File: config.mk
export PLATFORM = sky130hd
export DESIGN_NAME = mutex_table_with_wait_queues_unit
export DESIGN_NICKNAME = d
export VERILOG_FILES = /design/src/hdl/mtwq_pkg.sv /design/src/hdl/mtwq_front.sv /design/src/hdl/mtwq_fifo.sv /design/src/hdl/mtwq_back.sv /design/src/hdl/mutex_table_with_wait_queues_unit.sv
export SDC_FILE = /design/constraint.sdc
export NUM_CORES = 2
export LEC_CHECK = 0
export ABC_CLOCK_PERIOD_IN_PS = 5180
export BUFFER_PORTS_ARGS = -buffer_cell sky130_fd_sc_hd__buf_2
export CORE_UTILIZATION = 25
export CTS_CLUSTER_SIZE = 25
export DETAILED_ROUTE_END_ITERATION = 16
export PLACE_DENSITY_LB_ADDON = 0.08
export SLEW_MARGIN = 40
export SYNTH_ARGS = -nofsm -noshare
export SYNTH_HDL_FRONTEND = slang
export SYNTH_SLANG_ARGS = --single-unit
File: constraint.sdc
create_clock -name clk_i -period 5.18 [get_ports clk_i]
set_clock_uncertainty 0.15 [all_clocks]
set_input_delay 0.518 -clock clk_i [delete_from_list [all_inputs] [get_ports clk_i]]
set_output_delay 0.518 -clock clk_i [all_outputs]
set_load 0.03 [all_outputs]
File: src/hdl/mtwq_pkg.sv
// Shared types, constants and codes for the mutex table with wait queues.
`timescale 1ns / 1ps

package mtwq_pkg;

  // Table dimensions.
  localparam int NUM_MUTEXES = 32;
  localparam int NUM_TASKS   = 64;

  // Index widths that follow from the table dimensions.
  localparam int MUTEX_W = (NUM_MUTEXES > 1) ? $clog2(NUM_MUTEXES) : 1;
  localparam int TASK_W  = (NUM_TASKS > 1) ? $clog2(NUM_TASKS) : 1;

  // Fixed port widths.
  localparam int CMD_W    = 2;
  localparam int ID_W     = 6;
  localparam int STATUS_W = 3;
  localparam int CID_W    = 5;

  // Depth of the queue between the front and the back.
  localparam int FIFO_DEPTH = 2;
  localparam int FIFO_PTR_W = (FIFO_DEPTH > 1) ? $clog2(FIFO_DEPTH) : 1;
  localparam int FIFO_CNT_W = $clog2(FIFO_DEPTH + 1);

  // Command codes on the input port.
  localparam logic [CMD_W-1:0] CMD_CREATE = 2'd0;
  localparam logic [CMD_W-1:0] CMD_LOCK   = 2'd1;
  localparam logic [CMD_W-1:0] CMD_UNLOCK = 2'd2;

  // Operation after classification by the front.
  typedef enum logic [1:0] {
    OP_CREATE,
    OP_LOCK,
    OP_UNLOCK,
    OP_BAD
  } op_e;

  // Result status codes.
  typedef enum logic [STATUS_W-1:0] {
    ST_OK       = 3'd0,
    ST_QUEUED   = 3'd1,
    ST_NOFREE   = 3'd2,
    ST_INVALID  = 3'd3,
    ST_DEADLOCK = 3'd4,
    ST_NOTOWNER = 3'd5
  } status_e;

  // Classified command word passed from the front to the back.
  typedef struct packed {
    op_e                op;
    logic [MUTEX_W-1:0] mutex_idx;
    logic [TASK_W-1:0]  task_idx;
  } item_t;

  // Result word produced by the back.
  typedef struct packed {
    status_e          status;
    logic [CID_W-1:0] created_id;
    logic             woken_valid;
    logic [ID_W-1:0]  woken_task;
  } result_t;

endpackage

File: src/hdl/mtwq_front.sv
// Front stage: accepts command words, range-checks and classifies them.
`timescale 1ns / 1ps

module mtwq_front (
  input  logic                        clk_i,
  input  logic                        rst_ni,
  input  logic                        in_valid_i,
  output logic                        in_ready_o,
  input  logic [mtwq_pkg::CMD_W-1:0]  cmd_i,
  input  logic [mtwq_pkg::ID_W-1:0]   mutex_id_i,
  input  logic [mtwq_pkg::ID_W-1:0]   task_id_i,
  output logic                        push_o,
  input  logic                        push_ready_i,
  output mtwq_pkg::item_t             item_o
);
  import mtwq_pkg::*;

  logic  valid_q, valid_d;
  item_t item_q, item_d;
  logic  ids_ok;
  logic  accept;

  // Ids outside the table or the task range make lock and unlock invalid.
  assign ids_ok = ({1'b0, mutex_id_i} < (ID_W + 1)'(NUM_MUTEXES)) &&
                  ({1'b0, task_id_i} < (ID_W + 1)'(NUM_TASKS));

  assign in_ready_o = !valid_q || push_ready_i;
  assign accept     = in_valid_i && in_ready_o;

  // Classify the incoming word.
  always_comb begin
    item_d.mutex_idx = MUTEX_W'(mutex_id_i);
    item_d.task_idx  = TASK_W'(task_id_i);
    case (cmd_i)
      CMD_CREATE: item_d.op = OP_CREATE;
      CMD_LOCK:   item_d.op = ids_ok ? OP_LOCK : OP_BAD;
      CMD_UNLOCK: item_d.op = ids_ok ? OP_UNLOCK : OP_BAD;
      default:    item_d.op = OP_BAD;
    endcase
  end

  // Holding register in front of the queue.
  always_comb begin
    valid_d = valid_q;
    if (accept) begin
      valid_d = 1'b1;
    end else if (push_ready_i) begin
      valid_d = 1'b0;
    end
  end

  always_ff @(posedge clk_i or negedge rst_ni) begin
    if (!rst_ni) begin
      valid_q <= 1'b0;
    end else begin
      valid_q <= valid_d;
    end
  end

  always_ff @(posedge clk_i) begin
    if (accept) begin
      item_q <= item_d;
    end
  end

  assign push_o = valid_q;
  assign item_o = item_q;

endmodule

File: src/hdl/mtwq_fifo.sv
// Short queue of classified command words between the front and the back.
`timescale 1ns / 1ps

module mtwq_fifo (
  input  logic            clk_i,
  input  logic            rst_ni,
  input  logic            push_i,
  output logic            push_ready_o,
  input  mtwq_pkg::item_t push_item_i,
  output logic            pop_valid_o,
  input  logic            pop_i,
  output mtwq_pkg::item_t pop_item_o
);
  import mtwq_pkg::*;

  item_t                 entries_q [FIFO_DEPTH];
  logic [FIFO_PTR_W-1:0] wr_ptr_q, wr_ptr_d;
  logic [FIFO_PTR_W-1:0] rd_ptr_q, rd_ptr_d;
  logic [FIFO_CNT_W-1:0] count_q, count_d;
  logic                  do_push, do_pop;

  assign push_ready_o = (count_q != FIFO_CNT_W'(FIFO_DEPTH));
  assign pop_valid_o  = (count_q != '0);
  assign do_push      = push_i && push_ready_o;
  assign do_pop       = pop_i && pop_valid_o;
  assign pop_item_o   = entries_q[rd_ptr_q];

  // Pointer and count update with wrap at the queue depth.
  always_comb begin
    wr_ptr_d = wr_ptr_q;
    rd_ptr_d = rd_ptr_q;
    count_d  = count_q;
    if (do_push) begin
      wr_ptr_d = (wr_ptr_q == FIFO_PTR_W'(FIFO_DEPTH - 1)) ? '0 : wr_ptr_q + 1'b1;
    end
    if (do_pop) begin
      rd_ptr_d = (rd_ptr_q == FIFO_PTR_W'(FIFO_DEPTH - 1)) ? '0 : rd_ptr_q + 1'b1;
    end
    if (do_push && !do_pop) begin
      count_d = count_q + 1'b1;
    end else if (do_pop && !do_push) begin
      count_d = count_q - 1'b1;
    end
  end

  always_ff @(posedge clk_i or negedge rst_ni) begin
    if (!rst_ni) begin
      wr_ptr_q <= '0;
      rd_ptr_q <= '0;
      count_q  <= '0;
    end else begin
      wr_ptr_q <= wr_ptr_d;
      rd_ptr_q <= rd_ptr_d;
      count_q  <= count_d;
    end
  end

  // Entry storage.
  always_ff @(posedge clk_i) begin
    if (do_push) begin
      entries_q[wr_ptr_q] <= push_item_i;
    end
  end

endmodule

File: src/hdl/mtwq_back.sv
// Back end: holds the mutex table and wait queues and executes each command word.
`timescale 1ns / 1ps

module mtwq_back (
  input  logic              clk_i,
  input  logic              rst_ni,
  input  logic              pop_valid_i,
  output logic              pop_o,
  input  mtwq_pkg::item_t   item_i,
  output logic              out_valid_o,
  input  logic              out_ready_i,
  output mtwq_pkg::result_t result_o
);
  import mtwq_pkg::*;

  typedef enum logic {
    S_IDLE,
    S_EXEC
  } state_e;

  state_e  state_q, state_d;
  item_t   item_q, item_d;
  logic    out_valid_q, out_valid_d;
  result_t result_q, result_d;

  // Per-mutex flags, cleared at reset.
  logic [NUM_MUTEXES-1:0] created_q, created_d;
  logic [NUM_MUTEXES-1:0] locked_q, locked_d;
  logic [NUM_MUTEXES-1:0] wait_q, wait_d;

  // Per-mutex pointers, defined once written.
  logic [TASK_W-1:0] owner_q [NUM_MUTEXES];
  logic [TASK_W-1:0] head_q [NUM_MUTEXES];
  logic [TASK_W-1:0] tail_q [NUM_MUTEXES];

  // Next-waiter links, one per task, with a registered read port.
  logic [TASK_W-1:0] next_mem [NUM_TASKS];
  logic [TASK_W-1:0] next_rd_q;

  logic               exec;
  logic               free_found;
  logic [MUTEX_W-1:0] free_idx;
  logic [MUTEX_W-1:0] m;
  logic [TASK_W-1:0]  t;
  logic               owner_we, head_we, tail_we, link_we;
  logic [TASK_W-1:0]  owner_wd, head_wd;

  assign m      = item_q.mutex_idx;
  assign t      = item_q.task_idx;
  assign pop_o  = (state_q == S_IDLE);
  assign exec   = (state_q == S_EXEC) && (!out_valid_q || out_ready_i);

  // Lowest mutex that has not been created yet.
  always_comb begin
    free_found = 1'b0;
    free_idx   = '0;
    for (int i = NUM_MUTEXES - 1; i >= 0; i--) begin
      if (!created_q[i]) begin
        free_found = 1'b1;
        free_idx   = MUTEX_W'(i);
      end
    end
  end

  // Command execution on the registered word and the registered link read.
  always_comb begin
    created_d = created_q;
    locked_d  = locked_q;
    wait_d    = wait_q;
    owner_we  = 1'b0;
    head_we   = 1'b0;
    tail_we   = 1'b0;
    link_we   = 1'b0;
    owner_wd  = t;
    head_wd   = t;
    result_d  = '{status: ST_INVALID, created_id: '0, woken_valid: 1'b0, woken_task: '0};
    case (item_q.op)
      OP_CREATE: begin
        if (free_found) begin
          created_d[free_idx] = 1'b1;
          result_d.status     = ST_OK;
          result_d.created_id = CID_W'(free_idx);
        end else begin
          result_d.status = ST_NOFREE;
        end
      end
      OP_LOCK: begin
        if (created_q[m]) begin
          if (!locked_q[m]) begin
            locked_d[m]     = 1'b1;
            owner_we        = 1'b1;
            result_d.status = ST_OK;
          end else if (owner_q[m] == t) begin
            result_d.status = ST_DEADLOCK;
          end else begin
            // Append the caller to the tail of the wait queue.
            tail_we         = 1'b1;
            result_d.status = ST_QUEUED;
            if (wait_q[m]) begin
              link_we = 1'b1;
            end else begin
              head_we   = 1'b1;
              wait_d[m] = 1'b1;
            end
          end
        end
      end
      OP_UNLOCK: begin
        if (created_q[m]) begin
          if (!locked_q[m] || owner_q[m] != t) begin
            result_d.status = ST_NOTOWNER;
          end else if (!wait_q[m]) begin
            locked_d[m]     = 1'b0;
            result_d.status = ST_OK;
          end else begin
            // Hand ownership to the head waiter and advance the queue.
            owner_we             = 1'b1;
            owner_wd             = head_q[m];
            result_d.status      = ST_OK;
            result_d.woken_valid = 1'b1;
            result_d.woken_task  = ID_W'(head_q[m]);
            if (head_q[m] == tail_q[m]) begin
              wait_d[m] = 1'b0;
            end else begin
              head_we = 1'b1;
              head_wd = next_rd_q;
            end
          end
        end
      end
      default: begin
        result_d.status = ST_INVALID;
      end
    endcase
  end

  // Sequencer: take a word, then update once the output register is free.
  always_comb begin
    state_d     = state_q;
    item_d      = item_q;
    out_valid_d = out_valid_q && !out_ready_i;
    case (state_q)
      S_IDLE: begin
        if (pop_valid_i) begin
          item_d  = item_i;
          state_d = S_EXEC;
        end
      end
      S_EXEC: begin
        if (exec) begin
          out_valid_d = 1'b1;
          state_d     = S_IDLE;
        end
      end
      default: begin
        state_d = S_IDLE;
      end
    endcase
  end

  always_ff @(posedge clk_i or negedge rst_ni) begin
    if (!rst_ni) begin
      state_q     <= S_IDLE;
      item_q      <= '{op: OP_BAD, mutex_idx: '0, task_idx: '0};
      out_valid_q <= 1'b0;
      result_q    <= '{status: ST_OK, created_id: '0, woken_valid: 1'b0, woken_task: '0};
      created_q   <= '0;
      locked_q    <= '0;
      wait_q      <= '0;
    end else begin
      state_q     <= state_d;
      item_q      <= item_d;
      out_valid_q <= out_valid_d;
      if (exec) begin
        result_q  <= result_d;
        created_q <= created_d;
        locked_q  <= locked_d;
        wait_q    <= wait_d;
      end
    end
  end

  // Pointer tables.
  always_ff @(posedge clk_i) begin
    if (exec && owner_we) begin
      owner_q[m] <= owner_wd;
    end
    if (exec && head_we) begin
      head_q[m] <= head_wd;
    end
    if (exec && tail_we) begin
      tail_q[m] <= t;
    end
  end

  // Link memory: written at the old tail, read at the head when a word is taken.
  always_ff @(posedge clk_i) begin
    if (exec && link_we) begin
      next_mem[tail_q[m]] <= t;
    end
    if (state_q == S_IDLE) begin
      next_rd_q <= next_mem[head_q[item_i.mutex_idx]];
    end
  end

  assign out_valid_o = out_valid_q;
  assign result_o    = result_q;

`ifndef SYNTH
  // Only a created mutex can be locked.
  a_locked_created: assert property (@(posedge clk_i) disable iff (!rst_ni)
    (locked_q & ~created_q) == '0)
    else $error("locked mutex that was never created");

  // A mutex with waiters is always held.
  a_wait_locked: assert property (@(posedge clk_i) disable iff (!rst_ni)
    (wait_q & ~locked_q) == '0)
    else $error("waiters on a free mutex");

  // A woken task is only reported with a successful status.
  a_woken_ok: assert property (@(posedge clk_i) disable iff (!rst_ni)
    out_valid_q && result_q.woken_valid |-> result_q.status == ST_OK)
    else $error("woken task reported with an error status");

  // A pending update waits while the previous result is still held.
  a_exec_stall: assert property (@(posedge clk_i) disable iff (!rst_ni)
    state_q == S_EXEC && out_valid_q && !out_ready_i |=> state_q == S_EXEC)
    else $error("update overran an unread result");
`endif

endmodule

File: src/hdl/mutex_table_with_wait_queues_unit.sv
// Top level of the mutex table with FIFO wait queues.
`timescale 1ns / 1ps
// Flow: an accepted word passes the front register and the queue; the back end then
//   takes it into its word register along with a registered read of the next-waiter
//   link memory, and updates the table once its output register is free. The back end
//   takes no new word until that update is done.
// Reset: asynchronous, active low; clears the created, locked and waiter flags and all
//   handshake state. Pointer tables are not cleared and no clearing pass is needed.

module mutex_table_with_wait_queues_unit (
  input  logic                          clk_i,
  input  logic                          rst_ni,
  input  logic                          in_valid_i,
  output logic                          in_ready_o,
  input  logic [mtwq_pkg::CMD_W-1:0]    cmd_i,
  input  logic [mtwq_pkg::ID_W-1:0]     mutex_id_i,
  input  logic [mtwq_pkg::ID_W-1:0]     task_id_i,
  output logic                          out_valid_o,
  input  logic                          out_ready_i,
  output logic [mtwq_pkg::STATUS_W-1:0] status_o,
  output logic [mtwq_pkg::CID_W-1:0]    created_id_o,
  output logic                          woken_valid_o,
  output logic [mtwq_pkg::ID_W-1:0]     woken_task_o
);
  import mtwq_pkg::*;

  logic    push, push_ready;
  item_t   push_item;
  logic    pop_valid, pop;
  item_t   pop_item;
  result_t result;

  // Accept and classify.
  mtwq_front u_front (
    .clk_i        (clk_i),
    .rst_ni       (rst_ni),
    .in_valid_i   (in_valid_i),
    .in_ready_o   (in_ready_o),
    .cmd_i        (cmd_i),
    .mutex_id_i   (mutex_id_i),
    .task_id_i    (task_id_i),
    .push_o       (push),
    .push_ready_i (push_ready),
    .item_o       (push_item)
  );

  // Decoupling queue.
  mtwq_fifo u_fifo (
    .clk_i        (clk_i),
    .rst_ni       (rst_ni),
    .push_i       (push),
    .push_ready_o (push_ready),
    .push_item_i  (push_item),
    .pop_valid_o  (pop_valid),
    .pop_i        (pop),
    .pop_item_o   (pop_item)
  );

  // Execute against the mutex table.
  mtwq_back u_back (
    .clk_i       (clk_i),
    .rst_ni      (rst_ni),
    .pop_valid_i (pop_valid),
    .pop_o       (pop),
    .item_i      (pop_item),
    .out_valid_o (out_valid_o),
    .out_ready_i (out_ready_i),
    .result_o    (result)
  );

  assign status_o      = result.status;
  assign created_id_o  = result.created_id;
  assign woken_valid_o = result.woken_valid;
  assign woken_task_o  = result.woken_task;

endmodule
# Yosys cells after proc, flatten, opt, wreduce, memory -nomap -nowiden
# Memories as Yosys holds them, arrays and structs flattened. A register that Yosys moved wholly into a read port is not among the register bits.
# Cells that the tools add are included.
[op_classes]
magnitude_cmp = 5
bitwise = 7
reduce_logical = 33
n_mux = 158
addsub = 4
n_eq_ne = 18
[op_table]
columns = ["cell", "n"]
rows = [
  ["32-bit 2-to-1 mux", 13],
  ["5-bit 2-to-1 mux", 34],
  ["32-bit case mux with 2 select lines", 2],
  ["32-bit bitwise OR", 3],
  ["1-bit 2-to-1 mux", 77],
  ["32-bit bitwise AND", 2],
  ["6-bit 2-to-1 mux", 9],
  ["32-bit NOT", 1],
  ["7-bit 2-to-1 mux", 4],
  ["1-bit binary-select mux with 5-bit select", 3],
  ["3-bit 2-to-1 mux", 5],
  ["1-bit logical AND", 13],
  ["6-bit == test", 2],
  ["5-bit by 6-bit < comparator with 1-bit output, second input constant", 2],
  ["2-bit != test, second input constant", 6],
  ["1-bit demux with 5-bit select", 2],
  ["5-bit by 1-bit greater-or-equal comparator with 1-bit output, second input constant", 2],
  ["2-bit by 1-bit != test with 1-bit output, second input constant", 5],
  ["10-bit AND reduction", 1],
  ["3-bit case mux with 3 select lines", 1],
  ["2-bit 2-to-1 mux", 4],
  ["2-bit nonzero test", 4],
  ["1-bit zero test", 7],
  ["7-bit AND reduction", 1],
  ["14 further kinds", 22],
]
[totals]
regBits = 144
memories = 5
inputBits = 18
out_inout_bits = 17
ram_bits = 986
wordCells = 249
[memory_table]
columns = ["name", "depth", "width", "read_ports", "rd_ports_with_merged_regs", "wr", "line_no", "rtl"]
rows = [
  ["u_back.next_mem", 64, 6, 1, 1, 1, "mtwq_back.sv:37", "logic [TASK_W-1:0] next_mem [NUM_TASKS];"],
  ["u_back.head_q", 32, 6, 2, 0, 1, "mtwq_back.sv:33", "logic [TASK_W-1:0] head_q [NUM_MUTEXES];"],
  ["u_back.owner_q", 32, 6, 1, 0, 1, "mtwq_back.sv:32", "logic [TASK_W-1:0] owner_q [NUM_MUTEXES];"],
  ["u_back.tail_q", 32, 6, 1, 0, 1, "mtwq_back.sv:34", "logic [TASK_W-1:0] tail_q [NUM_MUTEXES];"],
  ["u_fifo.entries_q", 2, 13, 1, 0, 1, "mtwq_fifo.sv:16", "item_t entries_q [FIFO_DEPTH];"],
]

# Longest topological paths before layout
[logic_depth]
word_depth = 37
depth_mapped = 17
mapped_depth_nobuf = 10

# By module
# A second synthesis with hierarchy kept.
[hier_totals]
hier_cells = 3102
area_unflattened_um2 = 47789.6
[by_module_without_submodules]
columns = ["module", "n_inst", "seq_area_each_um2", "area_per_inst_um2", "cells_per_inst"]
rows = [
  ["mtwq_back", 1, 32163.3, 46185.5, 3025],
  ["mtwq_fifo", 1, 880.8, 1144.8, 58],
  ["mtwq_front", 1, 415.4, 459.2, 19],
]

# Worst setup path after synthesis
# OpenSTA, ideal clock, no wires.
[synth_timing]
kind = "reg-to-reg"
start = "reg u_back.item_q, in the netlist u_back.m[0]"
end = "mem u_back.owner_q[0][2] in the netlist's numbering (data pin)"
period_less_slack_ns = 3.770
n_path_buf = 5
stages_incl_launch_ff = 13
arrival_time_ns = 3.311
setup_slack_ns = 1.410
path_cell_list = "dfrtp_1 buf_2 buf_2 buf_2 buf_2 mux4_2 a22oi_1 nand4_1 nand2_1 inv_1 nand2_1 clkbuf_1 mux2_2"
[synth_via]
elab_chain_len = 7
elab_cells_between_ends = 15
cone_classes = "eq/ne (1); mux (10); reduce/logical (2); memory (2)"
[synth_lines]
columns = ["item", "line_no", "rtl"]
rows = [
  ["start: declaration", "mtwq_back.sv:22", "item_t item_q, item_d;"],
  ["start signal: assignment", "mtwq_back.sv:164", "item_q <= '{op: OP_BAD, mutex_idx: '0, task_idx: '0};"],
  ["start signal: assignment", "mtwq_back.sv:172", "item_q <= item_d;"],
  ["parallel branches: the longest is 5 deep, another holds memory 32 x 6 bit", "n/a", ""],
  ["6-bit 2-to-1 mux (*)", "mtwq_back.sv:109", "if (created_q[m]) begin"],
  ["6-bit 2-to-1 mux (*)", "mtwq_back.sv:77", "case (item_q.op)"],
  ["named net u_back.owner_wd[2]", "mtwq_back.sv:46", "logic [TASK_W-1:0] owner_wd, head_wd;"],
  ["end: declaration", "mtwq_back.sv:32", ""],
]
# Mark *: on every way through the listed nets, which the timed path passes. The select of a mux whose other input is x is not followed.

# Worst setup path after layout
[layout_timing]
start = "reg u_back.item_q, in the netlist u_back.m[1]"
end = "mem u_back.owner_q[30][4] in the netlist's numbering (data pin)"
# The elaborated chain is that of the path after synthesis.

==> flow_summary.ini <==
[synth]
synth_top_area_share_pct = 63.7
synthesis.area_um2 = 47400
yosysMostFrequentCell = edfxtp_1
yosysWarnings = 0
synth_top_area_cell = edfxtp_1
synth_edf_count = 1005
ys.flop_type = edfxtp_1
synthArstFlopShare_pct = 11.5
synth_seq_cells = 1136
ys_types = 78
syn_avg_cell_area_um2 = 17.6
yosys-top-cells-area = edfxtp_1, mux4_2, dfrtp_1, nor2_1, a22oi_1
synth_nets = 2720
synth_cells = 2697
ys_seq_area_share_pct = 70.6
synth_commonest_cells = edfxtp_1, mux4_2, nor2_1

[sta]
rsz0062_at_grt = false
max_freq_mhz = 206
period_share_pct = 93.7
worst_pin_slew_ns = 0.873
setup-tns-final_ns = 0
maxSlewHeadroom_pct = 41.6
worst_hold_slack_ns = 0.104
final_hold_viol_count = 0
finalSetupViolCount = 0
slew_violations = 0
fin_crit_ns = 4.85

[power]
powerDensity_nw_per_um2 = 656
finalPower_uw = 37300
switchingPower_uw = 14100
leakagePower_uw = 0.0187
peakVddDrop_mv = 0.362
swShare_pct = 37.9
p_int_uw = 23200
p_seq_share_pct = 32.7
combPwrFrac_pct = 40.6
clock_power_share_pct = 26.7

[setup_path]
critPathSlowestCell = mux2_2
reg2reg_from = u_back.m[1]
reg2reg_to = u_back.owner_q[30][4]
startpoint_type = flip-flop
critical_path_class = reg2reg
worstPathRequired_ns = 5.48
rrSetupSlack_ns = 0.33
cpPeakStageDelay_ns = 0.83
end_kind = flip-flop
critPathTopFamily = multiplexers
cp_num_buf_inv = 2
worstRegToRegCells = 11
arrival_ns = 5.15
path_cells = buf_4, mux4_2, a22oi_1, nand4_1, xor2_1, nor2_1, nand3_1, buf_4, nor2_1, nand2_1, mux2_2
worstPathMaxFanout = 32

[global_routing]
grt_overflow = 0
grt_antenna_before_repair = 7
grt_pass1_vias = 28500
grt_pass1_wl_mm = 221
track_usage_pct = 16.2
grt_max_degree = 93

[clocking]
ctsHtreeMaxLevel = 4
clkSlewWorstSetupHoldPaths_ns = 0.06
clk_path_buf_depth = 3
cts_tree = done
cts-root-buf = clkbuf_16
clock_latency_ns = 0.79
cts_buffers = 140
cts.sinks = 1136

[floorplanning]
fp-row-count = 159
die_w_um = 437
core_area_um2 = 188000
dieArea_um2 = 191000
ioPinCount = 35
initial_core_util_pct = 25.2
die_y_um = 437

[route]
drc = 0
drt_wl_total_mm = 155
dr.pass1.iters = 5
drt_iter0_markers = 2388
wl_per_cell_um = 27.9
ant_nets = 0
avgViaCountPerCell = 4.78
vias = 26600

[placement]
post-place-cells = 5290
gp_congestion = 0.813
portBuffers = 34
place_hpwl_mm = 106

[cells_and_area]
fin_util_pct = 30.2
stdcell_count = 5567
drive_gt1_share_pct = 28.7
layout.nets = 2979
area_growth_pct = 20.0

[status]
status = complete, no violations

[worst_hold_path]
hp-class = in2async

[flow_run]
cap_violations = 0
## power groups by stage
stage / logic, µW / registers [µW] / clock network [µW]
detailed placement: 15500 / 12400 / 0
CTS: 15500 / 12200 / 10300
finish: 15200 / 12200 / 9960
global route: 16200 / 12300 / 10600
floorplan: 8690 / 12300 / 0
global placement: 15400 / 12400 / 0
## stage by stage
| step | area (µm²) | setup WS [ns] |
|---|---|---|
| 2_1_floorplan | 47400 | 1.41 |
| 3_5_place_dp | 52000 | 0.201 |
| 6_report | 56800 | 0.329 |
| 4_1_cts | 56800 | 0.207 |
| 3_3_place_gp | 51800 | 0.0791 |
| 5_1_grt | 56800 | 0.0841 |
## placed cells by master, fill, tap and decap left out, drive strengths merged, types with 10 or more instances in the layout
cell type | synthesis | routed
clkinv | 0 | 61
nor3 | 11 | 11
mux4 | 264 | 264
nand2b | 18 | 18
o211ai | 21 | 21
clkbuf | 79 | 169
edfxtp | 1005 | 1005
mux2 | 31 | 31
dlygate4sd3 | 0 | 18
inv | 21 | 30
o22ai | 18 | 18
xor2 | 12 | 12
a21o | 32 | 32
a31oi | 11 | 11
buf | 82 | 260
mux2i | 57 | 57
nor2 | 227 | 227
and3 | 10 | 10
a22oi | 109 | 109
a32o | 10 | 10
o31ai | 67 | 67
a211oi | 12 | 12
o21ai | 108 | 108
nand3 | 16 | 16
dfrtp | 129 | 129
nand4 | 29 | 29
bufinv | 0 | 15
nand2 | 187 | 187
a21boi | 12 | 12
## cell families (layout without fill, tap and decap cells)
group                    count (synthesis)  after routing  share of synthesized area, %
AND/OR/NAND/NOR                        546            546                          5.10
multiplexers                           352            352                          14.5
XOR/XNOR                                17             17                         0.314
adder cells (fa/ha/maj)                  5              5                         0.132
AO/OA/AOI/OAI                          459            459                          7.31
flip-flops                            1136           1136                          70.6
buffers and inverters                  182            556                          2.00
other                                    0              1                             0
## area by class of cell
class,instances,area (µm²)
fill,18400,131000
clock inverter,88,1020
sequential,1136,33500
inverter,21,78.8
clock buffer,169,3640
tap,2495,3120
timing repair buffer,278,2340
antenna,1,2.50
multi-input combinational,1379,13200
## registers in the layout (all words and copies together) (netlist names), 13 cells and up, named ones only
register and cells:
u_back.next_mem 384, u_front.item_o 13, u_back.head_q 192, u_back.result_o 15
u_back.tail_q 192, u_back.created_q 32, u_fifo.entries_q 26, u_back.owner_q 192
## worst reg2reg max path, cell delays in order (launching register included)
cell     delay, ns
dfrtp_4       0.81
buf_4         0.38
mux4_2        0.35
a22oi_1       0.34
nand4_1       0.25
xor2_1        0.20
nor2_1        0.13
nand3_1       0.25
buf_4         0.26
nor2_1        0.21
nand2_1       0.31
mux2_2        0.83
## timing repair
item,CTS,global route
setup endpoints to repair,0,1
hold buffers,18,0
setup buffers,0,0
resized for setup,0,1
endpoints found under the hold margin,59,0
## how the worst max path moves through the flow
stage	startpoint	endpoint	slack [ns]	depth (start not counted)
after floorplan	u_back.m[0]	u_back.owner_q[0][2]	1.41	12
after global placement	u_back.m[1]	u_back.head_q[2][0]	0.08	12
after detailed placement	u_back.m[1]	u_back.owner_q[22][1]	0.20	9
after CTS	u_back.m[1]	u_back.owner_q[14][1]	0.21	9
after global routing	u_back.m[1]	u_back.owner_q[29][3]	0.08	11
final	u_back.m[1]	u_back.owner_q[30][4]	0.33	11
## metal layers
metal | vias up | part of all wire [%] | track usage [%]
met5 | - | 0 | 0
met4 | 0 | 2.3 | 4.19
met3 | 194 | 3.9 | 2.80
met2 | 575 | 50 | 27.6
met1 | 14400 | 44 | 21.1
li1 | 11500 | - | -
(Power assumes the default switching activity.)
